File: src/sv/mrf_pkg.sv
// ----------------------------------------------------------------------------
// mrf_pkg
// Shared constants, codes, helper functions and the controller/datapath
// interface structs of the message ring FIFO.
// ----------------------------------------------------------------------------
package mrf_pkg;

	// Ring geometry.
	localparam int RING_DEPTH = 16;
	localparam int SLOT_BYTES = 64;

	// Derived widths.
	localparam int SLOT_W    = $clog2(RING_DEPTH);
	localparam int PTR_W     = $clog2(2 * RING_DEPTH);
	localparam int OFS_W     = (SLOT_BYTES > 1) ? $clog2(SLOT_BYTES) : 1;
	localparam int ADDR_W    = SLOT_W + OFS_W;
	localparam int MEM_DEPTH = RING_DEPTH << OFS_W;

	// Field widths that the interface fixes.
	localparam int ACT_W  = 2;
	localparam int BYTE_W = 8;
	localparam int LEN_W  = 7;
	localparam int STS_W  = 3;

	// Result queue in front of the output port.
	localparam int OUT_DEPTH = 4;
	localparam int OUT_PW    = $clog2(OUT_DEPTH);
	localparam int OUT_CW    = OUT_PW + 1;

	localparam logic [PTR_W-1:0] PTR_MAX   = PTR_W'(2 * RING_DEPTH - 1);
	localparam logic [LEN_W-1:0] SLOT_LEN  = LEN_W'(SLOT_BYTES);

	// Input actions.
	typedef enum logic [ACT_W-1:0] {
		ACT_PUSH   = 2'd0,
		ACT_COMMIT = 2'd1,
		ACT_POP    = 2'd2
	} action_t;

	// Result status codes.
	typedef enum logic [STS_W-1:0] {
		ST_PUSHED     = 3'd0,
		ST_DROPPED    = 3'd1,
		ST_BYTE       = 3'd2,
		ST_EMPTY_MSG  = 3'd3,
		ST_RING_EMPTY = 3'd4,
		ST_TOO_LARGE  = 3'd5
	} status_t;

	// Commands from the controller to the datapath.
	typedef struct packed {
		logic push;
		logic commit;
		logic pop_empty;
		logic pop_big;
		logic pop_zero;
		logic pop_start;
		logic rd_issue;
	} cmd_t;

	// Status from the datapath to the controller.
	typedef struct packed {
		logic ring_empty;
		logic too_large;
		logic head_zero;
		logic room;
		logic last_rd;
	} sts_t;

	// Slot index of a pointer that runs modulo twice the depth.
	function automatic logic [SLOT_W-1:0] ptr_slot(input logic [PTR_W-1:0] ptr);
		logic [PTR_W-1:0] s;
		s = (ptr >= PTR_W'(RING_DEPTH)) ? ptr - PTR_W'(RING_DEPTH) : ptr;
		return s[SLOT_W-1:0];
	endfunction

	// Advance a pointer modulo twice the depth.
	function automatic logic [PTR_W-1:0] ptr_inc(input logic [PTR_W-1:0] ptr);
		return (ptr == PTR_MAX) ? '0 : ptr + PTR_W'(1);
	endfunction

	// Number of committed messages in the ring.
	function automatic logic [PTR_W-1:0] ptr_fill(input logic [PTR_W-1:0] wr,
		input logic [PTR_W-1:0] rd);
		logic [PTR_W:0] d;
		if (wr >= rd) begin
			d = {1'b0, wr} - {1'b0, rd};
		end else begin
			d = {1'b0, wr} + (PTR_W+1)'(2 * RING_DEPTH) - {1'b0, rd};
		end
		return d[PTR_W-1:0];
	endfunction

endpackage

File: src/sv/mrf_ctrl.sv
// ----------------------------------------------------------------------------
// mrf_ctrl
// Controller: accepts requests, decodes them into datapath commands and
// sequences the byte stream of a pop.
// ----------------------------------------------------------------------------
module mrf_ctrl (
	input  logic                       clk,
	input  logic                       arst_n,
	input  logic                       in_valid,
	input  logic [mrf_pkg::ACT_W-1:0]  action,
	input  mrf_pkg::sts_t              sts,
	output logic                       in_stall,
	output mrf_pkg::cmd_t              cmd
);

	typedef enum logic {
		S_IDLE,
		S_STREAM
	} state_t;

	state_t state_q;
	state_t state_d;
	logic   accept;

	assign in_stall = (state_q != S_IDLE) || !sts.room;
	assign accept   = in_valid && !in_stall;

	always_comb begin
		cmd     = '0;
		state_d = state_q;
		unique case (state_q)
			S_IDLE: begin
				if (accept) begin
					unique case (action)
						mrf_pkg::ACT_PUSH: begin
							cmd.push = 1'b1;
						end
						mrf_pkg::ACT_COMMIT: begin
							cmd.commit = 1'b1;
						end
						mrf_pkg::ACT_POP: begin
							if (sts.ring_empty) begin
								cmd.pop_empty = 1'b1;
							end else if (sts.too_large) begin
								cmd.pop_big = 1'b1;
							end else if (sts.head_zero) begin
								cmd.pop_zero = 1'b1;
							end else begin
								cmd.pop_start = 1'b1;
								state_d       = S_STREAM;
							end
						end
						default: begin
						end
					endcase
				end
			end
			S_STREAM: begin
				if (sts.room) begin
					cmd.rd_issue = 1'b1;
					if (sts.last_rd) begin
						state_d = S_IDLE;
					end
				end
			end
			default: begin
				state_d = S_IDLE;
			end
		endcase
	end

	always_ff @(posedge clk or negedge arst_n) begin
		if (!arst_n) begin
			state_q <= S_IDLE;
		end else begin
			state_q <= state_d;
		end
	end

endmodule

File: config.mk
export PLATFORM = sky130hd
export DESIGN_NAME = mrf_ctrl
export DESIGN_NICKNAME = d
export VERILOG_FILES = /design/src/sv/mrf_pkg.sv /design/src/sv/mrf_ctrl.sv
export SDC_FILE = /design/constraint.sdc
export NUM_CORES = 1
export LEC_CHECK = 0
export ABC_AREA = 1
export ABC_CLOCK_PERIOD_IN_PS = 900
export BUFFER_PORTS_ARGS = -buffer_cell sky130_fd_sc_hd__buf_2
export CAP_MARGIN = 5
export CELL_PAD_IN_SITES_DETAIL_PLACEMENT = 1
export CELL_PAD_IN_SITES_GLOBAL_PLACEMENT = 1
export CORE_AREA = 2 2 39 41
export CTS_BUF_LIST = sky130_fd_sc_hd__clkbuf_8
export DETAILED_ROUTE_END_ITERATION = 10
export DIE_AREA = 0 0 41 43
export GPL_TIMING_DRIVEN = 0
export PLACE_DENSITY = 0.55
export REMOVE_ABC_BUFFERS = 1
export SLEW_MARGIN = 20
export SYNTH_ARGS = -nofsm -noshare
export SYNTH_HDL_FRONTEND = slang
export SYNTH_SLANG_ARGS = --single-unit
File: constraint.sdc
create_clock -name clk -period 0.9 [get_ports clk]
set_input_delay 0.27 -clock clk [delete_from_list [all_inputs] [get_ports clk]]
set_output_delay 0.27 -clock clk [all_outputs]
set_load 0.05 [all_outputs]
==> results of run 1 <==
==> logic make-up after synthesis <==
logic type | after synthesis | synth area share
DFF | 1 | 0.185
and+or+nand+nor | 18 | 0.593
buffers and inverters | 8 | 0.222
==> layer usage <==
| layer | routed length [um] | up-vias | GRT usage |
|---|---|---|---|
| li1 | - | 115 | - |
| met1 | 159 | 96 | 0.0637 |
| met2 | 261 | 8 | 0.0969 |
| met3 | 42 | 0 | 0.00524 |
| met4 | 0 | 0 | 0 |
| met5 | 0 | - | 0 |
==> path summary, 6_finish.rpt <==
check | from | end | slack, ps | cells after the start
worst max-delay path | action[0] | cmd[4] | -320 | 7
worst min-delay path | arst_n | state_q | 50 | 1
worst max register to register | state_q | state_q | -30 | 6
worst min register to register | state_q | state_q | 590 | 3
max in group asynchronous | arst_n | state_q | 770 | 1
min in group clk | sts[0] | state_q | 530 | 4
==> repair_timing <==
| action | CTS | global route |
|---|---|---|
| endpoints found under the setup margin | 8 | 9 |
| gates resized for setup | 18 | 2 |
| pin swaps | 1 | 1 |
| buffers inserted | 2 | 0 |
==> cell type report <==
type | count | area (um^2)
fillers | 182 | 1070
inverters | 8 | 30.0
well taps | 16 | 20.0
repair buffers | 19 | 143
multi-input cells | 18 | 97.6
flip-flops and latches | 1 | 25.0
==> layout by cell type, fill, tap and decap left out, types with 3 or more instances in the layout <==
master / netlist / routed
sky130_fd_sc_hd__nor3_1: 3 / 3
sky130_fd_sc_hd__buf_2: 0 / 9
sky130_fd_sc_hd__nand2_1: 8 / 7
sky130_fd_sc_hd__buf_4: 0 / 4
sky130_fd_sc_hd__buf_6: 0 / 6
sky130_fd_sc_hd__inv_1: 7 / 7
sky130_fd_sc_hd__nor2_2: 1 / 4
==> power by group through the flow <==
stage	clock (mW)	sequential, mW	combinational [mW]
floorplan	0	0.0479	0.0483
global placement	0	0.0481	0.0831
detailed placement	0	0.0481	0.0843
CTS	0	0.0475	0.0992
global route	0	0.0477	0.110
finish	0	0.0475	0.101
==> through the flow <==
step | std cells | setup TNS (ps) | setup WS, ps | hold slack, ps
6_report | 62 | -2080 | -319 | 47.4
5_1_grt | 62 | -2650 | -386 | 51.0
3_3_place_gp | 60 | -2680 | -447 | 47.5
2_1_floorplan | 27 | -4520 | -948 | -25.6
3_5_place_dp | 60 | -2740 | -452 | 48.9
4_1_cts | 62 | -2270 | -355 | 48.9
==> impl_summary.log, run 1 <==
[metrics] status: finished with violations
[metrics] violations in the final reports: setup timing
[metrics] area inside the core boundary: roughly 0.0014 mm^2
[metrics] Post-route DRC: 0
[metrics] global routing usage summed across all routing layers: 0.0521
[metrics] flops & latches, synth: 1
[metrics] Inserted Diodes: 0
[metrics] vias in the first global route: 187
[metrics] power density normalized to cell area: ~470 mW/mm^2
[metrics] ranking of synthesized cells by instance count: sky130_fd_sc_hd__nand2_1 (8), sky130_fd_sc_hd__inv_1 (7), sky130_fd_sc_hd__nor2_1 (5)
[metrics] Die W: 41 um
[metrics] total cell area at the placement stage: 240 um^2
[metrics] cells taking the most area after synthesis: sky130_fd_sc_hd__nand2_1 (22%), sky130_fd_sc_hd__inv_1 (19%), sky130_fd_sc_hd__dfrtp_1 (19%)
[metrics] flip-flop count of the largest register after layout: 1
[metrics] slowest stage cell, crit path: sky130_fd_sc_hd__buf_6
[metrics] net count reported at finish: 58
[metrics] portion of the post-synthesis area used by sequential elements: 0.185
[metrics] Synth cell types: 8
[metrics] total power draw: around 0.15 mW
[metrics] Flop pwr share: 0.319
[metrics] Top delay family on crit path: buffers and inverters
[metrics] Synth top area share: 0.222
[metrics] Detailed Route Iter0 Violations: 1
[metrics] maximum number of pins on one net before global-route repair: 5
[metrics] Async SR Flop Fraction: 1.00
[metrics] pin slew with the least headroom to its limit: around 190 ps
[metrics] Layout Cell Area excl Fill: around 320 um^2
[metrics] Static Leak: between 0.15 and 0.2 nW
[metrics] Post-Syn Area: between 100 and 150 um^2
[metrics] ratio of final minimum period to clock period: 1.35
[metrics] via density per instance: 3.53
[metrics] number of ports placed on the die boundary: 18
[metrics] Final GP Congestion: approximately 0.53
[metrics] Synth Warn #: 0
[metrics] number of placement rows: 14
[metrics] number of detailed-route iterations in the first pass: 2
[metrics] cell type with the largest total area after synthesis: sky130_fd_sc_hd__nand2_1
[metrics] Setup crit start kind: input port
[metrics] type of the most critical hold path: in2async
[metrics] Post-synth EDFFs: 0
[metrics] number of input and output port buffers inserted: 17
[metrics] sum of buffers and inverters on the critical path: 4
[metrics] final wirelength: roughly 460 um
[metrics] internal power contribution: around 0.086 mW
[metrics] synthesized netlist cell count: 27
[metrics] Finish-stage setup viols: 9
[metrics] Critical Path Sink Type: output port
[metrics] number of antenna violations at the first check in global routing: 0
[metrics] area added between synthesis and finish: 133%
[metrics] routed wirelength normalized by instance count: about 7.5 um
[metrics] maximum VDD drop: about 200 uV
[metrics] data arrival time at the worst-slack endpoint: about 950 ps
[metrics] setup skew after layout: 0 ps
[metrics] initial standard-cell utilization of the core: 0.0976
[metrics] post-layout utilization of the core: 0.228
[metrics] unrepaired setup endpoints after global routing: true
[metrics] switching share of power: 0.423
[metrics] remaining number of nets flagged by the antenna check after routing: 0
[metrics] Final WS setup: -319 ps
[metrics] part of the power in the clock network: 0
[metrics] clock-pin slew on the worst setup and hold paths: 0 ps
[metrics] Max Cap Viol: 0
[metrics] die height: 43 um
[metrics] area of the die: roughly 0.0018 mm^2
[metrics] net switching power figure: ~0.063 mW
[metrics] ratio of cells with drive above 1 in the final layout: 0.587
[metrics] number of pins exceeding their max-slew limit in the final report: 0
[metrics] time the worst path needs with I/O delays and setup: around 1200 ps
[metrics] upper clock frequency limit: 820 MHz
[metrics] most numerous cell in the Yosys netlist: sky130_fd_sc_hd__nand2_1
[metrics] commonest register cell after synthesis: sky130_fd_sc_hd__dfrtp_1
[metrics] worst path required time: 630 ps
[metrics] Slew HR: 0.870
[metrics] most flop-heavy register: state_q
[metrics] largest registers: state_q (1)
[metrics] Worst Path Max Fanout: 3
[metrics] vias post-DR: around 220
[metrics] clock latency at the later pin of the worst-skew pair: 0 ps
[metrics] relative contribution of combinational cells to total power: 0.681
[metrics] list of cells traversed by the critical path: buf_2 > inv_1 > nand2_2 > nor2_4 > inv_2 > nor2_2 > buf_6
[metrics] hold buffer count at cts: 0
[metrics] wire length of the first global-routing pass: ~690 um
[metrics] HPWL Detailed: 405 um
[metrics] global route total overflow: 0
[metrics] Worst path max stage delay: roughly 170 ps
[metrics] Hold Fails Final Rpt: 0
[metrics] Avg Cell Area, Syn: approximately 5 um^2
[metrics] critical path class: in2out
Note: power is estimated with default switching activity, not from simulation.
==> inputs of run 2 (changes only) <==
- ABC_AREA: 1 -> not set
- PLACE_DENSITY: 0.55 -> 0.5
==> run 2 against run 1 <==
The flow still finishes with violations (setup timing). Sequential power grew 1%. Total power grew 13%. Core utilization increased by 3.4 points. Setup slack lost 230 ps. Synthesized cell count down 37%. First-iteration DRC count grew 100%. Clock skew stayed put. Synthesized area grew 4.6%. Routed wire length is 33% higher. Design area grew 15%. Register-to-register slack got worse by 320 ps. Largest cell class unchanged. Largest power group unchanged.
==> impl_summary.log, run 2 <==
[metrics] HPWL Detailed: 449 um (+11%)
[metrics] Critical Path Sink Type: output port
[metrics] Finish-stage setup viols: 9 (unchanged)
[metrics] clock-pin slew on the worst setup and hold paths: 0 ps (unchanged)
[metrics] total cell area at the placement stage: 246 um^2 (+2.6%)
[metrics] vias in the first global route: 239 (+28%)
[metrics] Worst path max stage delay: 550 ps (+380 ps)
[metrics] final wirelength: 615 um (+33%)
[metrics] Hold Fails Final Rpt: 0 (unchanged)
[metrics] total power draw: 0.168 mW (+13%)
[metrics] Synth cell types: 12 (+4)
[metrics] Max Cap Viol: 0 (unchanged)
[metrics] ratio of cells with drive above 1 in the final layout: 0.778 (+0.191)
[metrics] commonest non-fill, non-tap cells in the layout: sky130_fd_sc_hd__buf_6 (8), sky130_fd_sc_hd__buf_2 (7), sky130_fd_sc_hd__nand4bb_1 (3)
[metrics] Final GP Congestion: 0.641 (+21%)
[metrics] Post-route DRC: 0 (unchanged)
[metrics] initial standard-cell utilization of the core: 0.102 (+0.00452)
[metrics] internal power contribution: 0.101 mW (+17%)
[metrics] flops & latches, synth: 1 (unchanged)
[metrics] Static Leak: 0.150 nW (-18%)
[metrics] number of input and output port buffers inserted: 17 (unchanged)
[metrics] worst path required time: 630 ps (about the same)
[metrics] number of detailed-route iterations in the first pass: 4 (+2)
[metrics] upper clock frequency limit: 688 MHz (-16%)
[metrics] maximum VDD drop: 158 uV (-22%)
[metrics] flip-flop count of the largest register after layout: 1 (unchanged)
[metrics] power density normalized to cell area: 463 mW/mm^2 (-2.1%)
[metrics] portion of the post-synthesis area used by sequential elements: 0.177 (-0.00819)
[metrics] area added between synthesis and finish: 157%
[metrics] switching share of power: 0.399 (-0.0242)
[metrics] Post-Syn Area: 141 um^2 (+4.6%)
[metrics] largest registers: state_q (1)
[metrics] remaining number of nets flagged by the antenna check after routing: 0 (unchanged)
[metrics] commonest register cell after synthesis: sky130_fd_sc_hd__dfrtp_1
[metrics] critical path class: in2out
[metrics] most common cell after layout, fill and taps aside: sky130_fd_sc_hd__buf_6
[metrics] maximum number of pins on one net before global-route repair: 7 (+2)
[metrics] slowest stage cell, crit path: sky130_fd_sc_hd__or4b_4
[metrics] Setup crit start kind: input port
[metrics] violations in the final reports: setup timing
[metrics] Synth Warn #: 0 (unchanged)
[metrics] number of inserted filler cells in the final layout: 167 (-8.2%)
[metrics] cells taking the most area after synthesis: sky130_fd_sc_hd__nand4bb_1 (24%), sky130_fd_sc_hd__dfrtp_1 (18%), sky130_fd_sc_hd__nor3_1 (11%)
[metrics] area of the die: 0.00176 mm^2 (unchanged)
[metrics] Worst Path Max Fanout: 2 (-1)
[metrics] part of the power in the clock network: 0 (unchanged)
[metrics] number of pins exceeding their max-slew limit in the final report: 0 (unchanged)
[metrics] global route total overflow: 0 (unchanged)
[metrics] via density per instance: 4.21 (+19%)
[metrics] most flop-heavy register: state_q
[metrics] time the worst path needs with I/O delays and setup: 1450 ps (+234 ps)
[metrics] ratio of final minimum period to clock period: 1.61 (+0.260)
[metrics] post-layout utilization of the core: 0.262 (+0.0344)
[metrics] clock latency at the later pin of the worst-skew pair: 0 ps (unchanged)
[metrics] Inserted Diodes: 0 (unchanged)
[metrics] number of antenna violations at the first check in global routing: 0 (unchanged)
[metrics] Post-synth EDFFs: 0 (unchanged)
[metrics] Slew HR: 0.799 (-0.0712)
[metrics] pin slew with the least headroom to its limit: 300 ps (+107 ps)
[metrics] unrepaired setup endpoints after global routing: true
[metrics] vias post-DR: 219 (unchanged)
[metrics] data arrival time at the worst-slack endpoint: 1180 ps (+230 ps)
[metrics] relative contribution of combinational cells to total power: 0.713 (+0.032)
[metrics] number of ports placed on the die boundary: 18 (unchanged)
[metrics] die height: 43 um (unchanged)
[metrics] routed wirelength normalized by instance count: 11.8 um (+59%)
[metrics] list of cells traversed by the critical path: buf_6 > or4b_4 > nor2_4 > buf_8
[metrics] type of the most critical hold path: in2async
[metrics] global routing usage summed across all routing layers: 0.0772 (+0.0251)
[metrics] number of placement rows: 14 (unchanged)
[metrics] wire length of the first global-routing pass: 986 um (+43%)
[metrics] net switching power figure: 0.0670 mW (+6.3%)
[metrics] status: finished with violations
[metrics] setup_tns: -3620 ps (-1550 ps)
[metrics] Register-to-Register Path Depth: 3 (-3)
[metrics] Flop pwr share: 0.287 (-0.032)
[metrics] Layout Cell Area excl Fill: 363 um^2 (+15%)
[metrics] sum of buffers and inverters on the critical path: 2 (-2)
[metrics] Top delay family on crit path: simple AND/OR/NAND/NOR gates
[metrics] synthesized netlist cell count: 17 (-37%)
[metrics] setup skew after layout: 0 ps (unchanged)
[metrics] cell depth of the worst setup path: 4 (-3)
[metrics] Detailed Route Iter0 Violations: 2 (+1)
[metrics] cell type with the largest total area after synthesis: sky130_fd_sc_hd__nand4bb_1
[metrics] Worst Setup Slack post-DPL: -699 ps (-247 ps)
[metrics] Final WS setup: -553 ps (-234 ps)
[metrics] Async SR Flop Fraction: 1.00 (unchanged)
[metrics] area inside the core boundary: 0.00138 mm^2 (unchanged)
[metrics] Avg Cell Area, Syn: 8.32 um^2 (+66%)
[metrics] Synth top area share: 0.239 (+0.0167)
[metrics] ranking of synthesized cells by instance count: sky130_fd_sc_hd__nand4bb_1 (3), sky130_fd_sc_hd__nor3_1 (3), sky130_fd_sc_hd__nor2_1 (2)
[metrics] Die W: 41 um (unchanged)
[metrics] net count reported at finish: 48 (-17%)
==> run 2: changes by cell type after synthesis, moves of 3 or more <==
| cell | delta |
|---|---|
| sky130_fd_sc_hd__nor2_1 | -3 |
| sky130_fd_sc_hd__inv_1 | -7 |
| sky130_fd_sc_hd__nand2_1 | -7 |
| sky130_fd_sc_hd__nand4bb_1 | +3 |
==> run 2: layout make-up <==
type	count	area, um^2	share of cell area
timing repair buffer	19	170	0.469
sequential	1	25.0	0.0690
tap	16	20.0	0.0552
multi-input combinational	16	148	0.407
==> run 2: worst paths after layout <==
| path | endpoint | start | slack (ps) |
|---|---|---|---|
| setup / recovery | cmd[1] | sts[2] | -550 |
| hold / removal | state_q | arst_n | 50 |
| setup reg to reg | state_q | state_q | -350 |
| min in group clk | state_q | sts[0] | 560 |
| hold reg to reg | state_q | state_q | 730 |
| max in group asynchronous | state_q | arst_n | 770 |
==> run 2: timing repair <==
| item | in CTS | in global routing |
|---|---|---|
| hold buffers | 0 | 0 |
| pin swaps | 5 | 1 |
| resized for setup | 24 | 6 |
| setup buffers | 3 | 1 |
| gates cloned | 0 | 0 |
| endpoints found under the hold margin | 0 | 0 |
| endpoints found under the setup margin | 9 | 9 |
==> run 2: routing by layer <==
metal	GRT usage	vias to the layer above	wire length, um
li1	-	104	-
met1	0.121	97	260
met2	0.109	18	254
met3	0.0209	0	100
met4	0	0	0
met5	0	-	0
==> run 2: cells by family (layout without fill, tap and decap cells) <==
logic type / Yosys count / in the layout / share of synthesized area
and+or+nand+nor: 14 / 14 / 0.717
AOI/OAI and AO/OA: 2 / 2 / 0.106
buffers and inverters: 0 / 19 / 0
DFF: 1 / 1 / 0.177
==> run 2: power by group through the flow <==
stage | sequential [mW] | combinational [mW] | clock (mW)
3_5_place_dp | 0.0482 | 0.0895 | 0
4_1_cts | 0.0482 | 0.117 | 0
6_report | 0.0482 | 0.120 | 0
2_1_floorplan | 0.0477 | 0.0492 | 0
3_3_place_gp | 0.0482 | 0.0893 | 0
5_1_grt | 0.0485 | 0.128 | 0
==> run 2: stage by stage <==
step / hold WS (ps) / instances
floorplan: -25.6 / 17
global placement: 47.0 / 50
detailed placement: 48.5 / 50
CTS: 48.7 / 53
global route: 51.2 / 52
finish: 47.6 / 52
==> run 2: worst reg2reg max path, cell delays in order (launching register included) <==
cell	delay, ps
sky130_fd_sc_hd__dfrtp_1	380
sky130_fd_sc_hd__or4b_4	520
sky130_fd_sc_hd__buf_4	150
sky130_fd_sc_hd__o21ai_2	110
